===== config.mk =====
export PLATFORM = sky130hd
export DESIGN_NAME = dnsq_step
export DESIGN_NICKNAME = d
export VERILOG_FILES = /design/src/dnsq_pkg.sv /design/src/dnsq_step.sv
export SDC_FILE = /design/constraint.sdc
export NUM_CORES = 1
export LEC_CHECK = 0
export BUFFER_PORTS_ARGS = -buffer_cell sky130_fd_sc_hd__clkbuf_2
export CAP_MARGIN = 15
export CELL_PAD_IN_SITES_DETAIL_PLACEMENT = 0
export CELL_PAD_IN_SITES_GLOBAL_PLACEMENT = 1
export CORE_MARGIN = 2
export CORE_UTILIZATION = 43
export DETAILED_ROUTE_END_ITERATION = 12
export GPL_TIMING_DRIVEN = 0
export MAX_ROUTING_LAYER = met4
export PLACE_DENSITY = 0.86
export REMOVE_ABC_BUFFERS = 1
export SLEW_MARGIN = 40
export SYNTH_ARGS = -nofsm -noshare
export SYNTH_HDL_FRONTEND = slang
export SYNTH_SLANG_ARGS = --single-unit

===== constraint.sdc =====
create_clock -name vclk -period 10.8
set_input_delay 0.54 -clock vclk [all_inputs]
set_output_delay 0.54 -clock vclk [all_outputs]
set_load 0.02 [all_outputs]

===== src/dnsq_pkg.sv =====
// Package for the day/night switch qualifier: register indexes, event codes,
// configuration and state structs, and the gain code divide-by-1000 helper.
// No dependencies.
`default_nettype none

package dnsq_pkg;

	// configuration register indexes
	typedef enum logic [2:0] {
		REG_DAY_THRESHOLD    = 3'd0,
		REG_NIGHT_THRESHOLD  = 3'd1,
		REG_SENSOR_CONFIRM   = 3'd2,
		REG_CODE_FORCE_DAY   = 3'd3,
		REG_CODE_FORCE_NIGHT = 3'd4,
		REG_CODE_GAIN_AUTO   = 3'd5
	} cfg_reg_t;

	// switch event codes
	typedef enum logic [1:0] {
		EV_NONE     = 2'd0,
		EV_TO_DAY   = 2'd1,
		EV_TO_NIGHT = 2'd2
	} switch_ev_t;

	localparam int SAMPLE_W   = 10;
	localparam int GAIN_W     = 14;
	localparam int LEVEL_W    = 8;
	localparam int CODE_W     = 5;
	localparam int CFG_ADDR_W = 3;
	localparam int CFG_DATA_W = 8;

	localparam logic [GAIN_W-1:0]  GAIN_MODE_LIMIT   = GAIN_W'(999);
	localparam logic [GAIN_W-1:0]  GAIN_MODE_DIV     = GAIN_W'(1000);
	localparam logic [LEVEL_W-1:0] GAIN_AUTO_CONFIRM = LEVEL_W'(100);

	// reciprocal of 1000 scaled by 2^24, rounded up; exact for 14-bit codes
	localparam int RECIP_SHIFT = 24;
	localparam logic [14:0] RECIP_1000 = 15'd16778;

	typedef struct packed {
		logic [LEVEL_W-1:0] day_threshold;
		logic [LEVEL_W-1:0] night_threshold;
		logic [LEVEL_W-1:0] sensor_confirm_count;
		logic [CODE_W-1:0]  code_force_day;
		logic [CODE_W-1:0]  code_force_night;
		logic [CODE_W-1:0]  code_gain_auto;
	} dnsq_cfg_t;

	typedef struct packed {
		logic               night_mode;
		logic [LEVEL_W-1:0] qualify_count;
		logic [LEVEL_W-1:0] previous_level;
	} dnsq_state_t;

	// thousands value of a gain code (0..16)
	function automatic logic [CODE_W-1:0] gain_thousands(input logic [GAIN_W-1:0] gain);
		logic [GAIN_W+15-1:0] prod;
		prod = {15'd0, gain} * {{GAIN_W{1'b0}}, RECIP_1000};
		return CODE_W'(prod >> RECIP_SHIFT);
	endfunction

endpackage

`default_nettype wire


===== src/dnsq_step.sv =====
// One tick of the day/night qualifier: gain code decode, level select,
// hysteresis compare and confirm counting. Combinational. Depends on dnsq_pkg.
`default_nettype none

module dnsq_step
	import dnsq_pkg::*;
(
	input  wire dnsq_cfg_t         cfg,
	input  wire dnsq_state_t       cur,
	input  wire [SAMPLE_W-1:0]     sensor_sample,
	input  wire                    sample_ok,
	input  wire [GAIN_W-1:0]       gain_code,
	output dnsq_state_t            nxt,
	output switch_ev_t             ev
);

	logic [CODE_W-1:0]  mode;
	logic [GAIN_W-1:0]  mode_x1000;
	logic [LEVEL_W-1:0] rest_lo;
	logic               coded;
	logic               is_fday, is_fnight, is_auto;
	logic [LEVEL_W-1:0] level;
	logic [LEVEL_W-1:0] confirm;
	logic [LEVEL_W-1:0] cnt_inc;
	logic               do_qualify;

	assign mode       = gain_thousands(gain_code);
	assign mode_x1000 = GAIN_W'({{(GAIN_W-CODE_W){1'b0}}, mode} * GAIN_MODE_DIV);
	// only the low byte of the remainder matters
	assign rest_lo    = gain_code[LEVEL_W-1:0] - mode_x1000[LEVEL_W-1:0];
	assign coded      = gain_code > GAIN_MODE_LIMIT;

	// first match wins when codes coincide
	assign is_fday    = coded && (mode == cfg.code_force_day);
	assign is_fnight  = coded && !is_fday && (mode == cfg.code_force_night);
	assign is_auto    = coded && !is_fday && !is_fnight && (mode == cfg.code_gain_auto);

	assign level      = coded ? rest_lo : sensor_sample[SAMPLE_W-1:2];
	assign confirm    = coded ? GAIN_AUTO_CONFIRM : cfg.sensor_confirm_count;
	assign cnt_inc    = cur.qualify_count + LEVEL_W'(1);
	assign do_qualify = sample_ok && (!coded || is_auto);

	always_comb begin
		nxt = cur;
		ev  = EV_NONE;
		if (sample_ok && is_fday) begin
			if (cur.night_mode) begin
				nxt.night_mode = 1'b0;
				ev             = EV_TO_DAY;
			end
		end else if (sample_ok && is_fnight) begin
			if (!cur.night_mode) begin
				nxt.night_mode = 1'b1;
				ev             = EV_TO_NIGHT;
			end
		end else if (do_qualify) begin
			nxt.previous_level = level;
			if (cur.night_mode && (level < cfg.day_threshold)) begin
				if (cur.previous_level < cfg.day_threshold) begin
					nxt.qualify_count = cnt_inc;
					if (cnt_inc > confirm) begin
						nxt.qualify_count = '0;
						nxt.night_mode    = 1'b0;
						ev                = EV_TO_DAY;
					end
				end else begin
					nxt.qualify_count = LEVEL_W'(1);
				end
			end else if (!cur.night_mode && (level > cfg.night_threshold)) begin
				if (cur.previous_level > cfg.night_threshold) begin
					nxt.qualify_count = cnt_inc;
					if (cnt_inc > confirm) begin
						nxt.qualify_count = '0;
						nxt.night_mode    = 1'b1;
						ev                = EV_TO_NIGHT;
					end
				end else begin
					nxt.qualify_count = LEVEL_W'(1);
				end
			end else begin
				nxt.qualify_count = '0;
			end
		end
	end

endmodule

`default_nettype wire


==> results.py, run 1 <==
metrics = {
    "outcome": {
        "status": "finished, final reports clean",
    },
    "min_path": {
        "timing.hold.worst.class": "input pin to output pin",
        "min-delay-start": "cur[0]",
    },
    "synth": {
        "ys_seq_area_share_pct": 0,
        "syn-instance-count": 528,
        "avgSynthCellArea_um2": 8.59,
        "synth_warnings": 0,
        "synth_area_leader_cell": "ha_1",
        "synth.top_cell.area_share_pct": 40.6,
        "synth.area.top_cells": "ha_1 41%, fa_1 9.7%, inv_1 6.5%",
        "synth.top_cells.by_count": "147 x ha_1, 79 x inv_1, 32 x nand2_1",
        "netlist_area_um2": 4530,
        "synthDistinctLibCells": 60,
        "yosys.cell_count.top_type": "ha_1",
    },
    "floorplanning": {
        "io-pin-count": 100,
        "die_y_um": 107,
        "core-area_um2": 10300,
        "chipWidth_um": 107,
        "initial_core_util_pct": 44.1,
        "std_cell_rows": 37,
        "die_area_um2": 11400,
    },
    "drt": {
        "1st_iter_drt_viols": 116,
        "drtPass1Iterations": 4,
        "routed_wirelength_um": 10800,
        "post_drt_wl_per_cell_um": 14.3,
        "ant_nets": 0,
        "via_count": 3970,
        "vias_cell": 5.27,
        "drc": 0,
    },
    "placement": {
        "gpl.final_weighted_congestion": 0.928,
        "port_buffers": 98,
        "detailedPlace.worstSlack_ns": 0.718,
        "post-dp-hpwl_um": 9670,
    },
    "timing": {
        "whs_ns": 1.47,
        "layout_min_cycle_time_ns": 9.87,
        "final.setup.tns_ns": 0,
        "max_slew.worst_pin.slew_ns": 0.645,
        "report.final.setup_viol": 0,
        "maxSlewHeadroom_pct": 56.7,
        "final.period_utilization_pct": 91.4,
        "final-max-slew-violation-count": 0,
        "hold_violations": 0,
        "fmax_ghz": 0.101,
        "setup_repair_after_global_routing_missed_its_margin": "no",
        "finalWorstSetupSlack_ns": 0.925,
    },
    "setup_path": {
        "crit_fanout": 13,
        "arrival_ns": 9.33,
        "critPathCaptureType": "output pin",
        "start_kind": "input pin",
        "cp_slowest_cell": "fa_1",
        "cpMostUsedCell": "ha_1",
        "worst_ep_required_time_ns": 10.26,
        "timing.critical_path.from": "gain_code[12]",
        "critical_path.max_stage_delay_ns": 0.52,
        "critPathKind": "input pin to output pin",
    },
    "global_routing": {
        "global_route.overflow_total": 0,
        "first_global_vias": 4100,
        "grt_antenna_before_repair": 0,
        "grt_first_pass_wirelength_um": 18600,
        "maximum_number_of_pins_on_one_net_before_global_route_repair": 24,
        "track_usage_pct": 20.0,
    },
    "power_and_ir_drop": {
        "leakage_uw": 0.00290,
        "report.power.total_uw": 574,
        "power.ir.vdd_worst_mv": 0.0768,
        "power_per_cell_area_nw_per_um2": 111,
    },
    "finish": {
        "seq_area_um2": 0,
        "nNetsFinal": 870,
        "seq_cells": 0,
        "final.clkbuf_count": 0,
        "final_layout_size_suffix_gt1_share_pct": 21.7,
        "antenna_cells": 0,
        "area_delta_synth_final_pct": 14.1,
        "fillers": 1015,
    },
    "job": {
        "cap_viol_max_count": 0,
    },
    "clock_tree": {
        "cts_post_setup_buffers_inserted": 0,
    },
}
## cell type report
type	instances	area, µm²	share of cell area (%)
Tap cell	136	170	3.29
Timing Repair Buffer	99	505	9.77
Multi-Input combinational cell	440	4200	81.2
Inverter	79	297	5.73
## layout by cell type, fill, tap and decap left out, types with 3 or more instances in the layout
master	instances
xor2_1	15
or2_2	4
nand4_1	3
o211ai_1	3
and2_1	5
mux2i_1	5
a21oi_1	22
nand3_1	11
xnor2_1	14
nor2_1	18
mux2_2	8
fa_1	22
a211o_1	3
mux2_4	8
and4_1	5
nand2_1	32
a21o_1	15
nor3_1	4
clkbuf_2	98
a211oi_1	4
nand2b_1	5
nor4_1	4
nor2b_1	15
o21a_1	6
inv_1	79
ha_1	147
o21ai_0	16
and3_1	6
## worst paths after layout
kind,cells past startpoint,slack (ns),endpoint
max,40,0.93,nxt[10]
min,4,1.47,nxt[0]
## timing repair
action                     4_1_cts  5_1_grt
setup endpoints to repair        0        1
hold buffers                     0        0
resized for setup                0        1
## power breakdown
group / internal (µW) / total (µW) / switching [µW]
logic: 254 / 574 / 320
registers: 0 / 0 / 0
clock network: 0 / 0 / 0
total: 254 / 574 / 320
## layer usage
layer / share of wire [%] / track usage, % / vias up
li1: - / - / 2052
met1: 47 / 25.7 / 1830
met2: 48 / 36.3 / 84
met3: 4.0 / 1.03 / 4
met4: 0.35 / 1.48 / 0
met5: 0 / - / -
## critical path: cells and delay by family
family,cells,cell delay (ns)
AOI/OAI and AO/OA,10,2.22
xor gates and xnor gates,5,0.66
adders and majority gates,12,3.65
buffers and inverters,6,0.88
and+or+nand+nor,7,1.37
## cells by family after synthesis
group | count (synthesis) | share of synthesized area [%]
AOI/OAI and AO/OA | 101 | 16.3
xor gates and xnor gates | 30 | 5.96
adders and majority gates | 169 | 50.3
buffers and inverters | 88 | 7.70
muxes | 21 | 5.74
and+or+nand+nor | 119 | 14.0
## through the flow
| stage | cells | util, % | cell area [µm²] |
|---|---|---|---|
| after global routing | 754 | 50.3 | 5170 |
| after detailed placement | 754 | 50.3 | 5170 |
| after floorplan | 519 | - | 4480 |
| after global placement | 753 | 50.0 | 5140 |
| final | 754 | 50.3 | 5170 |
| after CTS | 754 | 50.3 | 5170 |
Power figures use the tool's default switching activity.
==> run 2: changes to the inputs <==
--- a/config.mk
+++ b/config.mk
@@ -7,14 +7,14 @@
 export LEC_CHECK = 0
 export BUFFER_PORTS_ARGS = -buffer_cell sky130_fd_sc_hd__clkbuf_2
 export CAP_MARGIN = 15
-export CELL_PAD_IN_SITES_DETAIL_PLACEMENT = 0
+export CELL_PAD_IN_SITES_DETAIL_PLACEMENT = 1
 export CELL_PAD_IN_SITES_GLOBAL_PLACEMENT = 1
 export CORE_MARGIN = 2
-export CORE_UTILIZATION = 43
+export CORE_UTILIZATION = 45
 export DETAILED_ROUTE_END_ITERATION = 12
 export GPL_TIMING_DRIVEN = 0
 export MAX_ROUTING_LAYER = met4
-export PLACE_DENSITY = 0.86
+export PLACE_DENSITY = 0.9
 export REMOVE_ABC_BUFFERS = 1
 export SLEW_MARGIN = 40
 export SYNTH_ARGS = -nofsm -noshare
==> constraint.sdc (replaced) <==
create_clock -name vclk -period 12
set_input_delay 0.6 -clock vclk [all_inputs]
set_output_delay 0.6 -clock vclk [all_outputs]
set_load 0.02 [all_outputs]
==> results.py, run 2 (synthesis results as in run 1) <==
metrics = {
    "outcome": {
        "status": "finished, final reports clean",
    },
    "setup_path": {
        "cp_slowest_cell": "fa_1",
        "critPathCapture": "nxt[13]",
        "arrival_ns": 9.68,
        "start_kind": "input pin",
        "critPathCaptureType": "output pin",
        "worst_ep_required_time_ns": 11.40,
        "critical_path.max_stage_delay_ns": 0.53,
        "timing.critical_path.from": "gain_code[12]",
        "critPathKind": "input pin to output pin",
        "cpMostUsedCell": "ha_1",
        "crit_fanout": 13,
    },
    "global_routing": {
        "grt_antenna_before_repair": 0,
        "met1_track_usage_gr_pct": 28.1,
        "globalRoute.busiestLayer": "met2",
        "met2_usage_pct": 49.2,
        "first_global_vias": 4822,
        "grt_first_pass_wirelength_um": 22400,
        "global_route.overflow_total": 0,
        "track_usage_pct": 25.5,
        "maximum_number_of_pins_on_one_net_before_global_route_repair": 16,
        "grt_util_met3_pct": 1.44,
    },
    "timing": {
        "layout_min_cycle_time_ns": 10.28,
        "fmax_ghz": 0.0973,
        "maxSlewHeadroom_pct": 58.2,
        "max_slew.worst_pin.slew_ns": 0.625,
        "report.final.setup_viol": 0,
        "hold_violations": 0,
        "final.setup.tns_ns": 0,
        "setup_repair_after_global_routing_missed_its_margin": "no",
        "final-max-slew-violation-count": 0,
        "final.period_utilization_pct": 85.7,
    },
    "finish": {
        "final_common_cell": "ha_1",
        "most-common-layout-cells": "147 x ha_1, 98 x clkbuf_2, 79 x inv_1",
        "final_layout_size_suffix_gt1_share_pct": 21.7,
        "final.clkbuf_count": 0,
        "area_delta_synth_final_pct": 14.0,
        "seq_area_um2": 0,
        "antenna_cells": 0,
        "nNetsFinal": 870,
        "seq_cells": 0,
        "layout.core_utilization_pct": 52.9,
    },
    "floorplanning": {
        "die_y_um": 104,
        "chipWidth_um": 104,
        "io-pin-count": 100,
        "die_area_um2": 10900,
        "core-area_um2": 9770,
        "initial_core_util_pct": 46.4,
        "std_cell_rows": 36,
    },
    "drt": {
        "via_count": 4235,
        "vias_cell": 5.64,
        "1st_iter_drt_viols": 125,
        "routed_wirelength_um": 13400,
        "drc": 0,
        "drtPass1Iterations": 4,
        "post_drt_wl_per_cell_um": 17.8,
        "ant_nets": 0,
    },
    "power_and_ir_drop": {
        "power.share.sequential_pct": 0,
        "share_clk_of_total_power_pct": 0,
        "power_per_cell_area_nw_per_um2": 108,
        "total_net_switching_power_uw": 319,
        "power.ir.vdd_worst_mv": 0.0607,
        "power_frac_comb_pct": 100.0,
        "int_power_uw": 239,
        "leakage_uw": 0.00290,
        "swShare_pct": 57.1,
    },
    "clock_tree": {
        "cts.repair.resized": 0,
        "hold_buffer_count_at_cts": 0,
        "cts_post_setup_buffers_inserted": 0,
    },
    "job": {
        "cap_viol_max_count": 0,
    },
    "placement": {
        "gpl.final_weighted_congestion": 0.947,
        "port_buffers": 98,
        "post-dp-hpwl_um": 12100,
    },
    "min_path": {
        "timing.hold.worst.class": "input pin to output pin",
    },
}
[run 2: cell counts in the layout (fill, tap and decap cells not counted)]
No cell type changed its count.
[run 2: layout make-up]
cell class	count	area, µm²
Tap cell	133	166
Multi-Input combinational cell	440	4200
Fill cell	1231	4610
Inverter	79	297
Timing Repair Buffer	99	505
[run 2: worst min-delay path by stage]
stage	start	endpoint	slack, ns	depth (start not counted)
after floorplan	cur[11]	nxt[11]	1.36	1
after global placement	cur[0]	nxt[0]	1.58	4
after detailed placement	cur[0]	nxt[0]	1.60	4
after CTS	cur[0]	nxt[0]	1.60	4
after global routing	cur[14]	nxt[14]	1.62	3
final	cur[15]	nxt[15]	1.60	3
[run 2: power groups by stage]
stage                     Clock [µW]  Combinational, µW  Sequential (µW)
after global routing               0                631                0
after floorplan                    0                391                0
after detailed placement           0                554                0
after CTS                          0                560                0
final                              0                558                0
after global placement             0                507                0
[run 2: layer usage]
metal | share of wire, % | vias up
met5 | 0 | -
met4 | 3.2 | 0
met3 | 3.5 | 35
met2 | 52 | 127
met1 | 41 | 2026
li1 | - | 2047
[run 2: through the flow]
| stage | power, µW | worst slack, ns | std cells | area (µm²) | hold slack, ns |
|---|---|---|---|---|---|
| CTS | 560 | 1.39 | 751 | 5160 | 1.60 |
| finish | 558 | 1.72 | 751 | 5170 | 1.60 |
| global route | 631 | 1.09 | 751 | 5170 | 1.62 |
| global placement | 507 | 1.74 | 750 | 5140 | 1.58 |
| detailed placement | 554 | 1.41 | 751 | 5160 | 1.60 |
| floorplan | 391 | 3.12 | 519 | 4480 | 1.36 |
[run 2: worst max-delay path, delay by kind of cell]
family / cells / cell delay (ns)
adders and majority gates: 12 / 3.84
AOI/OAI and AO/OA: 8 / 2.11
and+or+nand+nor: 9 / 1.42
buffers and inverters: 6 / 0.90
xor gates and xnor gates: 5 / 0.79
==> run 3: changes to the inputs <==
--- a/config.mk
+++ b/config.mk
@@ -9,14 +9,16 @@
 export CAP_MARGIN = 15
 export CELL_PAD_IN_SITES_DETAIL_PLACEMENT = 1
 export CELL_PAD_IN_SITES_GLOBAL_PLACEMENT = 1
+export CORE_ASPECT_RATIO = 0.8
 export CORE_MARGIN = 2
 export CORE_UTILIZATION = 45
 export DETAILED_ROUTE_END_ITERATION = 12
+export GPL_ROUTABILITY_DRIVEN = 0
 export GPL_TIMING_DRIVEN = 0
 export MAX_ROUTING_LAYER = met4
 export PLACE_DENSITY = 0.9
 export REMOVE_ABC_BUFFERS = 1
-export SLEW_MARGIN = 40
+export SLEW_MARGIN = 10
 export SYNTH_ARGS = -nofsm -noshare
 export SYNTH_HDL_FRONTEND = slang
 export SYNTH_SLANG_ARGS = --single-unit
==> results.py, run 3 (synthesis results as in run 1) <==
metrics = {
    "setup_path": {
        "worstPathBufferInverterCount": 6,
        "cp_slowest_cell": "o21bai_1",
        "critPathKind": "input pin to output pin",
        "start_kind": "input pin",
        "cpMostUsedCell": "ha_1",
        "crit_fanout": 13,
        "worst-path-stages": 40,
        "worst_ep_required_time_ns": 11.40,
        "arrival_ns": 10.29,
        "critical_path.max_stage_delay_ns": 0.76,
        "timing.critical_path.from": "gain_code[12]",
        "critPathCapture": "nxt[10]",
        "critPathCaptureType": "output pin",
        "path_delay_family": "adder cells",
    },
    "drt": {
        "drtPass1Iterations": 4,
        "drc": 0,
        "ant_nets": 0,
        "vias_cell": 5.68,
        "1st_iter_drt_viols": 153,
        "post_drt_wl_per_cell_um": 19.5,
        "via_count": 4282,
        "routed_wirelength_um": 14700,
    },
    "power_and_ir_drop": {
        "int_power_uw": 241,
        "total_net_switching_power_uw": 344,
        "power.ir.vdd_worst_mv": 0.0438,
        "leakage_uw": 0.00290,
        "power.share.sequential_pct": 0,
        "power_per_cell_area_nw_per_um2": 113,
        "share_clk_of_total_power_pct": 0,
        "swShare_pct": 58.8,
        "power_frac_comb_pct": 100.0,
    },
    "min_path": {
        "min-delay-start": "cur[15]",
        "timing.hold.worst.class": "input pin to output pin",
        "worst_hold_path.num_cells": 3,
    },
    "floorplanning": {
        "chipWidth_um": 116,
        "initial_core_util_pct": 46.6,
        "std_cell_rows": 32,
        "core-area_um2": 9730,
        "die_y_um": 93.8,
        "io-pin-count": 100,
        "die_area_um2": 10900,
    },
    "placement": {
        "post-dp-hpwl_um": 13200,
        "port_buffers": 98,
    },
    "global_routing": {
        "maximum_number_of_pins_on_one_net_before_global_route_repair": 24,
        "grt_antenna_before_repair": 0,
        "first_global_vias": 4899,
        "grt_first_pass_wirelength_um": 24400,
        "global_route.overflow_total": 0,
        "track_usage_pct": 29.0,
    },
    "finish": {
        "final_layout_size_suffix_gt1_share_pct": 21.5,
        "seq_cells": 0,
        "final_common_cell": "ha_1",
        "layout.core_utilization_pct": 53.0,
        "nNetsFinal": 870,
        "most-common-layout-cells": "147 x ha_1, 98 x clkbuf_2, 79 x inv_1",
        "final.clkbuf_count": 0,
        "seq_area_um2": 0,
        "antenna_cells": 0,
        "area_delta_synth_final_pct": 13.8,
        "fillers": 1216,
    },
    "timing": {
        "final.setup.tns_ns": 0,
        "report.final.setup_viol": 0,
        "final-max-slew-violation-count": 0,
        "setup_repair_after_global_routing_missed_its_margin": "no",
        "maxSlewHeadroom_pct": 39.9,
        "layout_min_cycle_time_ns": 10.89,
        "max_slew.worst_pin.slew_ns": 0.900,
        "fmax_ghz": 0.0918,
        "final.period_utilization_pct": 90.8,
        "hold_violations": 0,
    },
    "clock_tree": {
        "cts_post_setup_buffers_inserted": 0,
        "cts.repair.resized": 0,
        "hold_buffer_count_at_cts": 0,
    },
    "outcome": {
        "status": "finished, final reports clean",
    },
    "job": {
        "cap_viol_max_count": 0,
    },
}
run 3: power groups by stage:
stage / combinational (µW) / sequential (µW) / clock (µW)
floorplan: 391 / 0 / 0
global placement: 508 / 0 / 0
detailed placement: 578 / 0 / 0
CTS: 583 / 0 / 0
global route: 655 / 0 / 0
finish: 585 / 0 / 0
run 3: metrics by stage:
stage,cells,instance area [µm²],power [µW],hold WS (ns),setup WS (ns)
final,754,5160,585,1.60,1.11
after global routing,754,5160,655,1.62,0.523
after CTS,754,5160,583,1.60,1.21
after detailed placement,754,5160,578,1.60,1.25
after global placement,753,5140,508,1.58,1.61
after floorplan,519,4480,391,1.36,3.12
run 3: worst min-delay path by stage:
stage	end	slack, ns
2_1_floorplan	nxt[11]	1.36
3_3_place_gp	nxt[0]	1.58
6_report	nxt[15]	1.60
4_1_cts	nxt[0]	1.60
3_5_place_dp	nxt[0]	1.60
5_1_grt	nxt[15]	1.62
run 3: final cells by class:
cell class,instances,area [µm²],share of cell area (%)
Inverter,79,297,5.75
Multi-Input combinational cell,440,4190,81.2
Tap cell,136,170,3.30
Timing Repair Buffer,99,505,9.80
run 3: per-layer routing:
layer / vias to the layer above / wire length, µm / track usage [%]
met4: 0 / 324 / 7.04
met3: 34 / 615 / 1.94
met2: 128 / 7530 / 51.9
met1: 2075 / 6250 / 35.7
met5: - / 0 / -
li1: 2045 / - / -
run 3: tightest hold or removal path: cells and delay by family:
family   cells  cell delay (ns)
buf+inv      2             0.26
mux          1             0.15
